`config.mk`:
```
export PLATFORM = sky130hd
export DESIGN_NAME = input_capture_frequency_meter
export DESIGN_NICKNAME = d
export VERILOG_FILES = /design/src/rtl/ifm_pkg.sv /design/src/rtl/input_capture_frequency_meter.sv /design/src/rtl/ifm_front.sv /design/src/rtl/ifm_job_queue.sv /design/src/rtl/ifm_divider.sv
export SDC_FILE = /design/constraint.sdc
export NUM_CORES = 1
export LEC_CHECK = 0
export BUFFER_PORTS_ARGS = -buffer_cell sky130_fd_sc_hd__clkbuf_2
export CAP_MARGIN = 25
export CORE_ASPECT_RATIO = 0.5
export CORE_MARGIN = 1
export CORE_UTILIZATION = 55
export CTS_CLUSTER_SIZE = 30
export DETAILED_ROUTE_END_ITERATION = 8
export PLACE_DENSITY_LB_ADDON = 0.25
export SYNTH_ARGS = -nofsm -noshare
export SYNTH_HDL_FRONTEND = slang
export SYNTH_SLANG_ARGS = --single-unit
```
`constraint.sdc`:
```
create_clock -name clk -period 3.6 [get_ports clk]
set_clock_uncertainty 0.2 [all_clocks]
set_input_delay 0.18 -clock clk [delete_from_list [all_inputs] [get_ports clk]]
set_output_delay 0.18 -clock clk [all_outputs]
set_load 0.05 [all_outputs]
```
`src/rtl/ifm_pkg.sv`:
```
`timescale 1ns / 1ps
// ----------------------------------------------------------------------------
// Input capture frequency meter package
// Shared widths, reset values, register indexes and types.
// ----------------------------------------------------------------------------
package ifm_pkg;

    localparam int COUNTER_BITS_DEF = 16;
    localparam int WRAP_BITS_DEF    = 8;

    localparam int PERIOD_W  = 24;
    localparam int FREQ_W    = 30;
    localparam int CLOCK_W   = 30;
    localparam int CFG_IDX_W = 1;

    localparam logic [CLOCK_W-1:0]  CLOCK_HZ_RESET = 30'd8000000;
    localparam logic [PERIOD_W-1:0] PERIOD_MAX     = '1;

    localparam logic [CFG_IDX_W-1:0] REG_CLOCK_HZ    = 1'd0;
    localparam logic [CFG_IDX_W-1:0] REG_EDGE_RISING = 1'd1;

    typedef enum logic [1:0] {
        PHASE_IDLE    = 2'd0,
        PHASE_ARMED   = 2'd1,
        PHASE_MEASURE = 2'd2
    } phase_t;

    typedef enum logic [1:0] {
        DIV_IDLE = 2'd0,
        DIV_RUN  = 2'd1,
        DIV_DONE = 2'd2
    } div_state_t;

    typedef struct packed {
        logic [PERIOD_W-1:0] period;
        logic                too_long;
    } job_t;

endpackage

```
`src/rtl/input_capture_frequency_meter.sv`:
```
`timescale 1ns / 1ps
// ----------------------------------------------------------------------------
// Input capture frequency meter
// Measures the time between two selected edges of a capture pin in timer
// ticks and reports the period and the frequency clock_hz / period.
//
// Channel    Handshake             Payload
// ticks      push / full           pin_level, arm
// results    empty / pop           period_ticks, frequency_hz, too_long
// config     cfg_valid / cfg_ready cfg_index, cfg_data
//
// One tick is taken per clock while push is high and full is low; full
// rises only when two measurements wait behind the divider. A result
// follows the edge that takes its second capture tick, set by the
// one-bit-per-cycle divider (it loads the job from the queue, then forms 30
// quotient bits). A waiting result stalls the divider; ticks keep counting
// until two more measurements queue behind it and full rises. Reset is
// asynchronous; no clearing pass is needed after it.
// ----------------------------------------------------------------------------
module input_capture_frequency_meter #(
    parameter int COUNTER_BITS = ifm_pkg::COUNTER_BITS_DEF,
    parameter int WRAP_BITS    = ifm_pkg::WRAP_BITS_DEF
) (
    input  logic                          clk,
    input  logic                          rst_n,
    input  logic                          push,
    output logic                          full,
    input  logic                          pin_level,
    input  logic                          arm,
    output logic                          empty,
    input  logic                          pop,
    output logic [ifm_pkg::PERIOD_W-1:0]  period_ticks,
    output logic [ifm_pkg::FREQ_W-1:0]    frequency_hz,
    output logic                          too_long,
    input  logic                          cfg_valid,
    output logic                          cfg_ready,
    input  logic [ifm_pkg::CFG_IDX_W-1:0] cfg_index,
    input  logic [ifm_pkg::CLOCK_W-1:0]   cfg_data
);

    logic [ifm_pkg::CLOCK_W-1:0] clock_hz_reg;
    logic                        edge_rising_reg;

    logic          accept;
    logic          job_valid;
    ifm_pkg::job_t front_job;
    ifm_pkg::job_t queue_job;
    logic          queue_full;
    logic          queue_empty;
    logic          job_take;

    assign cfg_ready = 1'b1;

    always_ff @(posedge clk or negedge rst_n)
    begin
        if (!rst_n)
        begin
            clock_hz_reg    <= ifm_pkg::CLOCK_HZ_RESET;
            edge_rising_reg <= 1'b0;
        end
        else if (cfg_valid && cfg_ready)
        begin
            unique case (cfg_index)
                ifm_pkg::REG_CLOCK_HZ:    clock_hz_reg    <= cfg_data;
                ifm_pkg::REG_EDGE_RISING: edge_rising_reg <= cfg_data[0];
                default:                  clock_hz_reg    <= clock_hz_reg;
            endcase
        end
    end

    assign full   = queue_full;
    assign accept = push && !queue_full;

    ifm_front #(
        .COUNTER_BITS (COUNTER_BITS),
        .WRAP_BITS    (WRAP_BITS)
    ) u_front (
        .clk         (clk),
        .rst_n       (rst_n),
        .accept      (accept),
        .pin_level   (pin_level),
        .arm         (arm),
        .edge_rising (edge_rising_reg),
        .job_valid   (job_valid),
        .job         (front_job)
    );

    ifm_job_queue u_queue (
        .clk     (clk),
        .rst_n   (rst_n),
        .wr_en   (job_valid),
        .wr_data (front_job),
        .rd_en   (job_take),
        .rd_data (queue_job),
        .full    (queue_full),
        .empty   (queue_empty)
    );

    ifm_divider u_divider (
        .clk          (clk),
        .rst_n        (rst_n),
        .job_ready    (!queue_empty),
        .job          (queue_job),
        .job_take     (job_take),
        .clock_hz     (clock_hz_reg),
        .pop          (pop),
        .empty        (empty),
        .period_ticks (period_ticks),
        .frequency_hz (frequency_hz),
        .too_long     (too_long)
    );

endmodule

```
`src/rtl/ifm_front.sv`:
```
`timescale 1ns / 1ps
// ----------------------------------------------------------------------------
// Capture front end
// Free-running tick counter, edge detection, wrap counting and period
// calculation. Emits one measurement request per completed period.
// ----------------------------------------------------------------------------
module ifm_front #(
    parameter int COUNTER_BITS = ifm_pkg::COUNTER_BITS_DEF,
    parameter int WRAP_BITS    = ifm_pkg::WRAP_BITS_DEF
) (
    input  logic          clk,
    input  logic          rst_n,
    input  logic          accept,
    input  logic          pin_level,
    input  logic          arm,
    input  logic          edge_rising,
    output logic          job_valid,
    output ifm_pkg::job_t job
);

    localparam int TOT_W  = WRAP_BITS + COUNTER_BITS;
    localparam int DIFF_W = ((TOT_W > ifm_pkg::PERIOD_W) ? TOT_W : ifm_pkg::PERIOD_W) + 1;
    localparam logic [WRAP_BITS-1:0] WRAP_MAX = '1;

    logic [COUNTER_BITS-1:0] tick_reg, tick_next;
    logic [COUNTER_BITS-1:0] first_reg, first_next;
    logic [WRAP_BITS-1:0]    wrap_reg, wrap_next;
    ifm_pkg::phase_t         phase_reg, phase_next;
    logic                    prev_pin_reg, prev_pin_next;
    logic                    sat_reg, sat_next;

    ifm_pkg::phase_t         phase_eff;
    logic [WRAP_BITS-1:0]    wrap_eff;
    logic                    sat_eff;
    logic                    edge_hit;
    logic [COUNTER_BITS-1:0] tick_inc;
    logic [DIFF_W-1:0]       diff;
    logic [DIFF_W-2:0]       diff_mag;

    always_ff @(posedge clk or negedge rst_n)
    begin
        if (!rst_n)
        begin
            tick_reg     <= '0;
            first_reg    <= '0;
            wrap_reg     <= '0;
            phase_reg    <= ifm_pkg::PHASE_IDLE;
            prev_pin_reg <= 1'b1;
            sat_reg      <= 1'b0;
        end
        else
        begin
            tick_reg     <= tick_next;
            first_reg    <= first_next;
            wrap_reg     <= wrap_next;
            phase_reg    <= phase_next;
            prev_pin_reg <= prev_pin_next;
            sat_reg      <= sat_next;
        end
    end

    // The span is formed from the wrap count and counter as one wide value.
    assign diff     = DIFF_W'({wrap_eff, tick_reg}) - DIFF_W'(first_reg);
    assign diff_mag = diff[DIFF_W-2:0];
    assign tick_inc = tick_reg + 1'b1;

    always_comb
    begin
        tick_next     = tick_reg;
        first_next    = first_reg;
        wrap_next     = wrap_reg;
        phase_next    = phase_reg;
        prev_pin_next = prev_pin_reg;
        sat_next      = sat_reg;
        job_valid     = 1'b0;
        job.period    = ifm_pkg::PERIOD_MAX;
        job.too_long  = 1'b1;

        // An arm request restarts the measurement before edge handling.
        if (arm)
        begin
            phase_eff = ifm_pkg::PHASE_ARMED;
            wrap_eff  = '0;
            sat_eff   = 1'b0;
        end
        else
        begin
            phase_eff = phase_reg;
            wrap_eff  = wrap_reg;
            sat_eff   = sat_reg;
        end

        if (edge_rising)
            edge_hit = !prev_pin_reg && pin_level;
        else
            edge_hit = prev_pin_reg && !pin_level;

        if (!sat_eff && !diff[DIFF_W-1] && (diff_mag <= (DIFF_W-1)'(ifm_pkg::PERIOD_MAX)))
        begin
            job.period   = diff_mag[ifm_pkg::PERIOD_W-1:0];
            job.too_long = 1'b0;
        end
        else if (!sat_eff && diff[DIFF_W-1])
        begin
            job.period   = '0;
            job.too_long = 1'b0;
        end

        if (accept)
        begin
            prev_pin_next = pin_level;
            wrap_next     = wrap_eff;
            sat_next      = sat_eff;
            tick_next     = tick_inc;
            unique case (phase_eff)
                ifm_pkg::PHASE_ARMED:
                begin
                    phase_next = ifm_pkg::PHASE_ARMED;
                    if (edge_hit)
                    begin
                        first_next = tick_reg;
                        phase_next = ifm_pkg::PHASE_MEASURE;
                    end
                end
                ifm_pkg::PHASE_MEASURE:
                begin
                    phase_next = ifm_pkg::PHASE_MEASURE;
                    if (edge_hit)
                    begin
                        job_valid  = 1'b1;
                        phase_next = ifm_pkg::PHASE_IDLE;
                    end
                end
                default:
                begin
                    phase_next = ifm_pkg::PHASE_IDLE;
                end
            endcase

            // Wraps are counted only while waiting for the edge that ends the period.
            if (tick_inc == '0 && phase_next == ifm_pkg::PHASE_MEASURE)
            begin
                if (wrap_eff == WRAP_MAX)
                    sat_next = 1'b1;
                else
                    wrap_next = wrap_eff + 1'b1;
            end
        end
    end

endmodule

```
`src/rtl/ifm_job_queue.sv`:
```
`timescale 1ns / 1ps
// ----------------------------------------------------------------------------
// Measurement request queue
// Two-entry queue that decouples the capture front end from the divider.
// ----------------------------------------------------------------------------
module ifm_job_queue (
    input  logic          clk,
    input  logic          rst_n,
    input  logic          wr_en,
    input  ifm_pkg::job_t wr_data,
    input  logic          rd_en,
    output ifm_pkg::job_t rd_data,
    output logic          full,
    output logic          empty
);

    ifm_pkg::job_t slot_reg [2];
    logic          wr_ptr_reg, wr_ptr_next;
    logic          rd_ptr_reg, rd_ptr_next;
    logic [1:0]    count_reg, count_next;

    always_ff @(posedge clk or negedge rst_n)
    begin
        if (!rst_n)
        begin
            wr_ptr_reg <= 1'b0;
            rd_ptr_reg <= 1'b0;
            count_reg  <= 2'd0;
        end
        else
        begin
            wr_ptr_reg <= wr_ptr_next;
            rd_ptr_reg <= rd_ptr_next;
            count_reg  <= count_next;
        end
    end

    always_ff @(posedge clk)
    begin
        if (wr_en)
            slot_reg[wr_ptr_reg] <= wr_data;
    end

    always_comb
    begin
        wr_ptr_next = wr_ptr_reg;
        rd_ptr_next = rd_ptr_reg;
        count_next  = count_reg;
        if (wr_en)
            wr_ptr_next = !wr_ptr_reg;
        if (rd_en)
            rd_ptr_next = !rd_ptr_reg;
        if (wr_en && !rd_en)
            count_next = count_reg + 2'd1;
        else if (!wr_en && rd_en)
            count_next = count_reg - 2'd1;
    end

    assign rd_data = slot_reg[rd_ptr_reg];
    assign full    = (count_reg == 2'd2);
    assign empty   = (count_reg == 2'd0);

endmodule

```
`src/rtl/ifm_divider.sv`:
```
`timescale 1ns / 1ps
// ----------------------------------------------------------------------------
// Frequency divider back end
// Restoring shift-subtract division of clock_hz by the period, one quotient
// bit per cycle, with a result register that holds until popped.
// ----------------------------------------------------------------------------
module ifm_divider (
    input  logic                         clk,
    input  logic                         rst_n,
    input  logic                         job_ready,
    input  ifm_pkg::job_t                job,
    output logic                         job_take,
    input  logic [ifm_pkg::CLOCK_W-1:0]  clock_hz,
    input  logic                         pop,
    output logic                         empty,
    output logic [ifm_pkg::PERIOD_W-1:0] period_ticks,
    output logic [ifm_pkg::FREQ_W-1:0]   frequency_hz,
    output logic                         too_long
);

    localparam int CNT_W = $clog2(ifm_pkg::FREQ_W);
    localparam logic [CNT_W-1:0] LAST_STEP = CNT_W'(ifm_pkg::FREQ_W - 1);

    ifm_pkg::div_state_t          state_reg, state_next;
    logic [CNT_W-1:0]             cnt_reg, cnt_next;
    logic [ifm_pkg::PERIOD_W-1:0] rem_reg, rem_next;
    logic [ifm_pkg::FREQ_W-1:0]   quo_reg, quo_next;
    logic [ifm_pkg::PERIOD_W-1:0] div_reg, div_next;
    logic                         flag_reg, flag_next;

    logic [ifm_pkg::PERIOD_W:0]   shifted;
    logic [ifm_pkg::PERIOD_W:0]   trial;
    logic                         fits;

    always_ff @(posedge clk or negedge rst_n)
    begin
        if (!rst_n)
        begin
            state_reg <= ifm_pkg::DIV_IDLE;
            cnt_reg   <= '0;
        end
        else
        begin
            state_reg <= state_next;
            cnt_reg   <= cnt_next;
        end
    end

    always_ff @(posedge clk)
    begin
        rem_reg  <= rem_next;
        quo_reg  <= quo_next;
        div_reg  <= div_next;
        flag_reg <= flag_next;
    end

    // The quotient register starts as the dividend and shifts quotient bits in.
    assign shifted = {rem_reg, quo_reg[ifm_pkg::FREQ_W-1]};
    assign trial   = shifted - {1'b0, div_reg};
    assign fits    = (shifted >= {1'b0, div_reg});

    always_comb
    begin
        state_next = state_reg;
        cnt_next   = cnt_reg;
        rem_next   = rem_reg;
        quo_next   = quo_reg;
        div_next   = div_reg;
        flag_next  = flag_reg;
        job_take   = 1'b0;
        unique case (state_reg)
            ifm_pkg::DIV_IDLE:
            begin
                if (job_ready)
                begin
                    job_take   = 1'b1;
                    rem_next   = '0;
                    quo_next   = ifm_pkg::FREQ_W'(clock_hz);
                    div_next   = job.period;
                    flag_next  = job.too_long;
                    cnt_next   = LAST_STEP;
                    state_next = ifm_pkg::DIV_RUN;
                end
            end
            ifm_pkg::DIV_RUN:
            begin
                rem_next = fits ? trial[ifm_pkg::PERIOD_W-1:0] : shifted[ifm_pkg::PERIOD_W-1:0];
                quo_next = {quo_reg[ifm_pkg::FREQ_W-2:0], fits};
                cnt_next = cnt_reg - 1'b1;
                if (cnt_reg == '0)
                    state_next = ifm_pkg::DIV_DONE;
            end
            ifm_pkg::DIV_DONE:
            begin
                if (pop)
                    state_next = ifm_pkg::DIV_IDLE;
            end
            default:
            begin
                state_next = ifm_pkg::DIV_IDLE;
            end
        endcase
    end

    assign empty        = (state_reg != ifm_pkg::DIV_DONE);
    assign period_ticks = div_reg;
    // A zero period reports a zero frequency.
    assign frequency_hz = (div_reg == '0) ? '0 : quo_reg;
    assign too_long     = flag_reg;

endmodule
```
### After elaboration in Yosys (flattened, before gate mapping)

Memories as Yosys holds them, arrays and structs flattened. A register that Yosys moved wholly into a read port is not among the register bits.
Cells that the tools add are included.
W data, S select, Z words.

| storage, ports and cells | value |
|---|---|
| bits of input ports | 38 |
| memories | 1 |
| RAM bits | 50 |
| register bits | 140 |
| logic and storage cells | 104 |

Memory list:

| memory | depth | width | read ports | clocked after Yosys merged registers in | write ports | line | source |
|---|---|---|---|---|---|---|---|
| u_queue.slot_reg | 2 | 25 | 1 | 1 | 1 | ifm_job_queue.sv:17 | `ifm_pkg::job_t slot_reg [2];` |

| operators by class | value |
|---|---|
| bitwise operators | 2 |
| eq/ne operators | 11 |
| multiplexer cells | 35 |
| $add $sub $neg | 7 |
| $lt $le $gt $ge | 2 |
| reduce and logical (&&, ||, !) cells | 31 |

Operators with widths:

| cell | count |
|---|---|
| $mux W30 | 2 |
| $pmux W30 S2 | 1 |
| $mux W25 | 2 |
| $mux W24 | 2 |
| $pmux W24 S2 | 1 |
| $ge A25 B24 Y1 | 1 |
| $sub A24 B16 Y25 | 1 |
| $le A24 B24 Y1 const B | 1 |
| $logic_not A24 Y1 | 1 |
| $mux W8 | 3 |
| $sub A24 B24 Y24 | 1 |
| $mux W2 | 9 |
| $add A16 B1 Y16 const B | 1 |
| $logic_not A16 Y1 | 1 |
| $mux W1 | 11 |
| $pmux W5 S2 | 1 |
| $logic_and A1 B1 Y1 | 9 |
| $logic_not A1 Y1 | 9 |
| $add A8 B1 Y8 const B | 1 |
| $eq A2 B2 Y1 const B | 4 |
| $eq A8 B8 Y1 const B | 1 |
| $reduce_and A2 Y1 | 4 |
| $ne A2 B2 Y1 const B | 3 |
| $pmux W2 S3 | 1 |
| other kinds (12) | 17 |

### Logic depth before layout (Yosys ltp)

| depth | value |
|---|---|
| word-level depth | 10 |
| depth in mapped cells | 12 |
| depth with buffers taken out | 12 |

### Modules after synthesis

A second synthesis with hierarchy kept.

| second synthesis, totals | value |
|---|---|
| cell total of the unflattened synthesis | 1082 |
| area, all modules | 11916.4 µm² |

By module, submodules not included:

| module | instances | area an instance (µm²) | cells an instance |
|---|---|---|---|
| ifm_divider | 1 | 4957.3 | 484 |
| ifm_front | 1 | 3623.5 | 433 |
| ifm_job_queue | 1 | 2092.0 | 94 |
| input_capture_frequency_meter | 1 | 1243.7 | 71 |

### Worst setup path after synthesis

Ideal clock, no wire load.

| timing path | value |
|---|---|
| kind | reg2reg |
| from | reg u_divider.div_reg (netlist bit u_divider.period_ticks[6]) |
| to | reg u_divider.rem_reg[20] (netlist name) (data pin) |
| data required time | 3.129 ns |
| setup slack | 0.221 ns |
| cell stages (with the launch flop) | 12 |
| arrival | 2.907 ns |
| cell sequence | edfxtp_1 inv_1 ha_1 clkbuf_1 a2111oi_2 a21boi_1 o211a_1 o211ai_2 nand2_2 clkbuf_1 nand2_1 o22ai_1 |

| on the way | value |
|---|---|
| cells in the longest elaborated chain, start to end | 3 |
| elaborated cells between the ends (all ways) | 4 |

Ends and longest elaborated chain:

| element | line | source |
|---|---|---|
| start, declared | ifm_divider.sv:28 | `logic [ifm_pkg::PERIOD_W-1:0] div_reg, div_next;` |
| start signal, assigned | ifm_divider.sv:53 | `div_reg <= div_next;` |
| $sub A24 B24 Y24 or $ge A25 B24 Y1 (tied branches) | ifm_divider.sv:59, ifm_divider.sv:60 |  |
| $mux W24 (*) | ifm_divider.sv:87 | `rem_next = fits ? trial[ifm_pkg::PERIOD_W-1:0] : shifted[ifm_pkg::PERIOD_W-1:0];` |
| $pmux W24 S2 (*) | ifm_divider.sv:71 | `unique case (state_reg)` |
| end signal, assigned | ifm_divider.sv:51 | `rem_reg <= rem_next;` |
| end, declared | ifm_divider.sv:26 | `logic [ifm_pkg::PERIOD_W-1:0] rem_reg, rem_next;` |

Every way passes the cells marked *; elsewhere a longest branch is shown, timed or not.
A chain may end at the register's enable or synchronous reset.

==> metrics.md <==
| Metric | Value |
|---|---|
| Worst skew pair latency | 0.50 ns |
| Initial antenna violation count | 0 |
| DR DRC count | 0 |
| Crit path launch type | flop |
| Hold path cells | 3 |
| Maxcap violations | 0 |
| Final setup violation count | 0 |
| Critical Path AT | 3.38 ns |
| Critical Path RT | 3.58 ns |
| Synth Instances | 1086 |
| # rows | 37 |
| Die width | 208 µm |
| GPL Wtd Cong | 0.877 |
| Pre-CTS setup slack | 0.110 ns |
| Dpl cells | 1426 |
| Synth Flop Type | edfxtp_1 |
| All-Layer GR Usage | 0.231 |
| TritonCTS clock tree | built |
| Drt wl/cell | 16.4 µm |
| Max reg flops | 50 |
| Largest net degree at the start of global routing | 57 |
| Post-synthesis cell type with the largest combined area | edfxtp_1 |
| Setup bufs post-CTS | 0 |
| Area share of the largest cell type after synthesis | 0.333 |
| Ant diodes | 0 |
| CTS clk-pin slew, worst paths | 0.07 ns |
| Die ar. | 21800 µm² |
| Port Buffer Count | 94 |
| R2R Setup Slk | 0.20 ns |
| Fmax | 294 MHz |
| Dpl hpwl | 16.9 mm |
| Syn nets | 1175 |
| Synth top cells by count | 157 x nand2_1, 129 x edfxtp_1, 78 x dfrtp_1 |
| Setup TNS Final | 0 ns |
| Max IR drop VDD | 384 µV |
| Num ports | 96 |
| Post-Syn Area | 11600 µm² |
| Iteration-0 DRC Markers | 743 |
| DIE HEIGHT | 105 µm |
| Post-route ant nets | 0 |
| Ys Warns | 0 |
| Worst setup margin | 0.201 ns |
| Via Count | 8492 |
| Layout cells sized above 1 | 0.201 |
| Power per cell area | 889 nW/µm² |
| Status | finished clean |
| Critical Path Fanout Max | 21 |
| Post-synth EDFFs | 129 |
| Ys async rst share | 0.400 |
| FF+latch count, synth | 215 |
| Final Hold Viols | 0 |
| Final min period | 3.40 ns |
| Total grt overflow | 0 |
| Synthesis-to-finish area growth | 16.2% |
| Reg2Reg Depth | 10 |
| RSZ-0062 raised after global routing | false |
| Initial Util | 0.564 |
| Leakage | 5.88 nW |
| CTS Buffer Depth | 3 |
| Initial DRT Pass Iterations | 5 |
| Final wirelength | 24.7 mm |
| Most common cell in the synthesized netlist | nand2_1 |
| Synth cell types | 76 |
| Clk sink count | 215 |
| Part of the cycle the worst path needs | 0.944 |
| Core ar. | 20600 µm² |
| CP Class | reg2reg |
| Mean Syn Cell Area | 10.7 µm² |
| Non-Filler Instances | 1504 |
| First-pass GRT wire length | 41.3 mm |
| Vias in the first global route | 8421 |
| Largest cells by area after synthesis | edfxtp_1 33%, dfrtp_1 17%, mux2_2 6.8% |
| Seq/Total Area, Yosys | 0.519 |
| Num CTS Buffers | 20 |
| CTS root buf | clkbuf_16 |
| Post-layout nets | 1306 |
| Relative slew margins | 0.388 |
| Slew @ Worst Pin | 0.918 ns |
| Slew Limit Fails | 0 |
| Worst Hold Class | in2reg |
| CTS H-Tree Depth | 1 |
| Critical Path End Type | flop |
| Vias/cell | 5.65 |
## worst paths after layout
| check | from | endpoint |
|---|---|---|
| max in group asynchronous | rst_n | u_front.first_reg[4] |
| worst min register to register | u_front.prev_pin_reg | u_front.prev_pin_reg |
| worst max-delay path | u_front.tick_reg[8] | u_queue.slot_reg[1][3] |
| min in group asynchronous | rst_n | clock_hz_reg[11] |
| worst min-delay path | cfg_valid | clock_hz_reg[0] |
| worst max register to register | u_front.tick_reg[8] | u_queue.slot_reg[1][3] |
## stage by stage
stage	power [mW]	cell area [µm²]	hold slack [ns]	utilization
floorplan	8.52	11600	-0.316	-
global placement	9.65	12400	0.0976	0.602
detailed placement	9.83	12400	0.104	0.602
CTS	12.0	13500	0.0561	0.653
global route	12.8	13500	0.0816	0.655
finish	12.0	13500	0.0782	0.655
## cell type report
class / instances / area, µm²
clock buffers: 28 / 561
repair buffers: 155 / 1070
flip-flops and latches: 215 / 6040
clock inverters: 8 / 76.3
fillers: 1567 / 7130
inverters: 66 / 248
well taps: 273 / 342
multi-input cells: 759 / 5190
## layer usage
| metal | GRT usage | share of wire | up-vias |
|---|---|---|---|
| met2 | 0.390 | 0.47 | 226 |
| li1 | - | - | 4151 |
| met5 | 0 | 0 | - |
| met3 | 0.0355 | 0.045 | 34 |
| met4 | 0.0550 | 0.015 | 0 |
| met1 | 0.316 | 0.47 | 4081 |
## report_power, final
part | total [mW] | switching, mW | internal [mW]
Sequential | 4.10 | 0.409 | 3.69
Combinational | 5.85 | 3.60 | 2.26
Clock | 2.06 | 0.891 | 1.17
Total | 12.0 | 4.90 | 7.11
## worst max-delay path: stages (launching register included)
cell      delay (ns)
dfrtp_1         0.47
ha_1            0.39
or4_1           0.52
o211ai_1        0.10
o21bai_1        0.20
a211oi_2        0.14
o31ai_2         0.33
nand2_1         0.18
nor2_1          0.22
buf_12          0.18
o21ai_0         0.14
## logic make-up (layout without fill, tap and decap cells)
kind of cell	Yosys count	after routing	synth area share
xor gates and xnor gates	53	53	0.0399
buffers and inverters	112	257	0.0373
adders and majority gates	51	51	0.0561
and+or+nand+nor	373	373	0.157
muxes	79	79	0.0759
DFF	215	215	0.519
other	1	1	0.000322
AOI/OAI and AO/OA	202	202	0.114
## cells in the final DEF, fill, tap and decap left out, types with 10 or more instances in the layout
cell type,Yosys,final
a211oi_1,17,16
a21o_1,11,11
a21oi_1,40,40
a31oi_1,10,10
and3_1,12,12
buf_4,2,19
clkbuf_16,0,20
clkbuf_2,0,93
dfrtp_1,78,78
dlygate4sd3_1,0,41
edfxtp_1,129,129
ha_1,49,49
inv_1,66,65
mux2_2,70,70
nand2_1,157,157
nand3_1,25,25
nand4_1,12,12
nor2_1,53,51
nor2b_1,40,38
nor3_1,15,15
nor4_1,11,11
o21a_1,10,10
o21ai_0,38,38
o21ai_1,12,12
o31ai_1,12,11
xnor2_1,34,34
xor2_1,19,19
## timing repair
item / in CTS / in global routing
hold endpoints to repair: 86 / 0
resized for setup: 0 / 2
hold buffers: 41 / 0
endpoints found under the setup margin: 0 / 26
No activity file was read; power rests on OpenSTA's default activity.
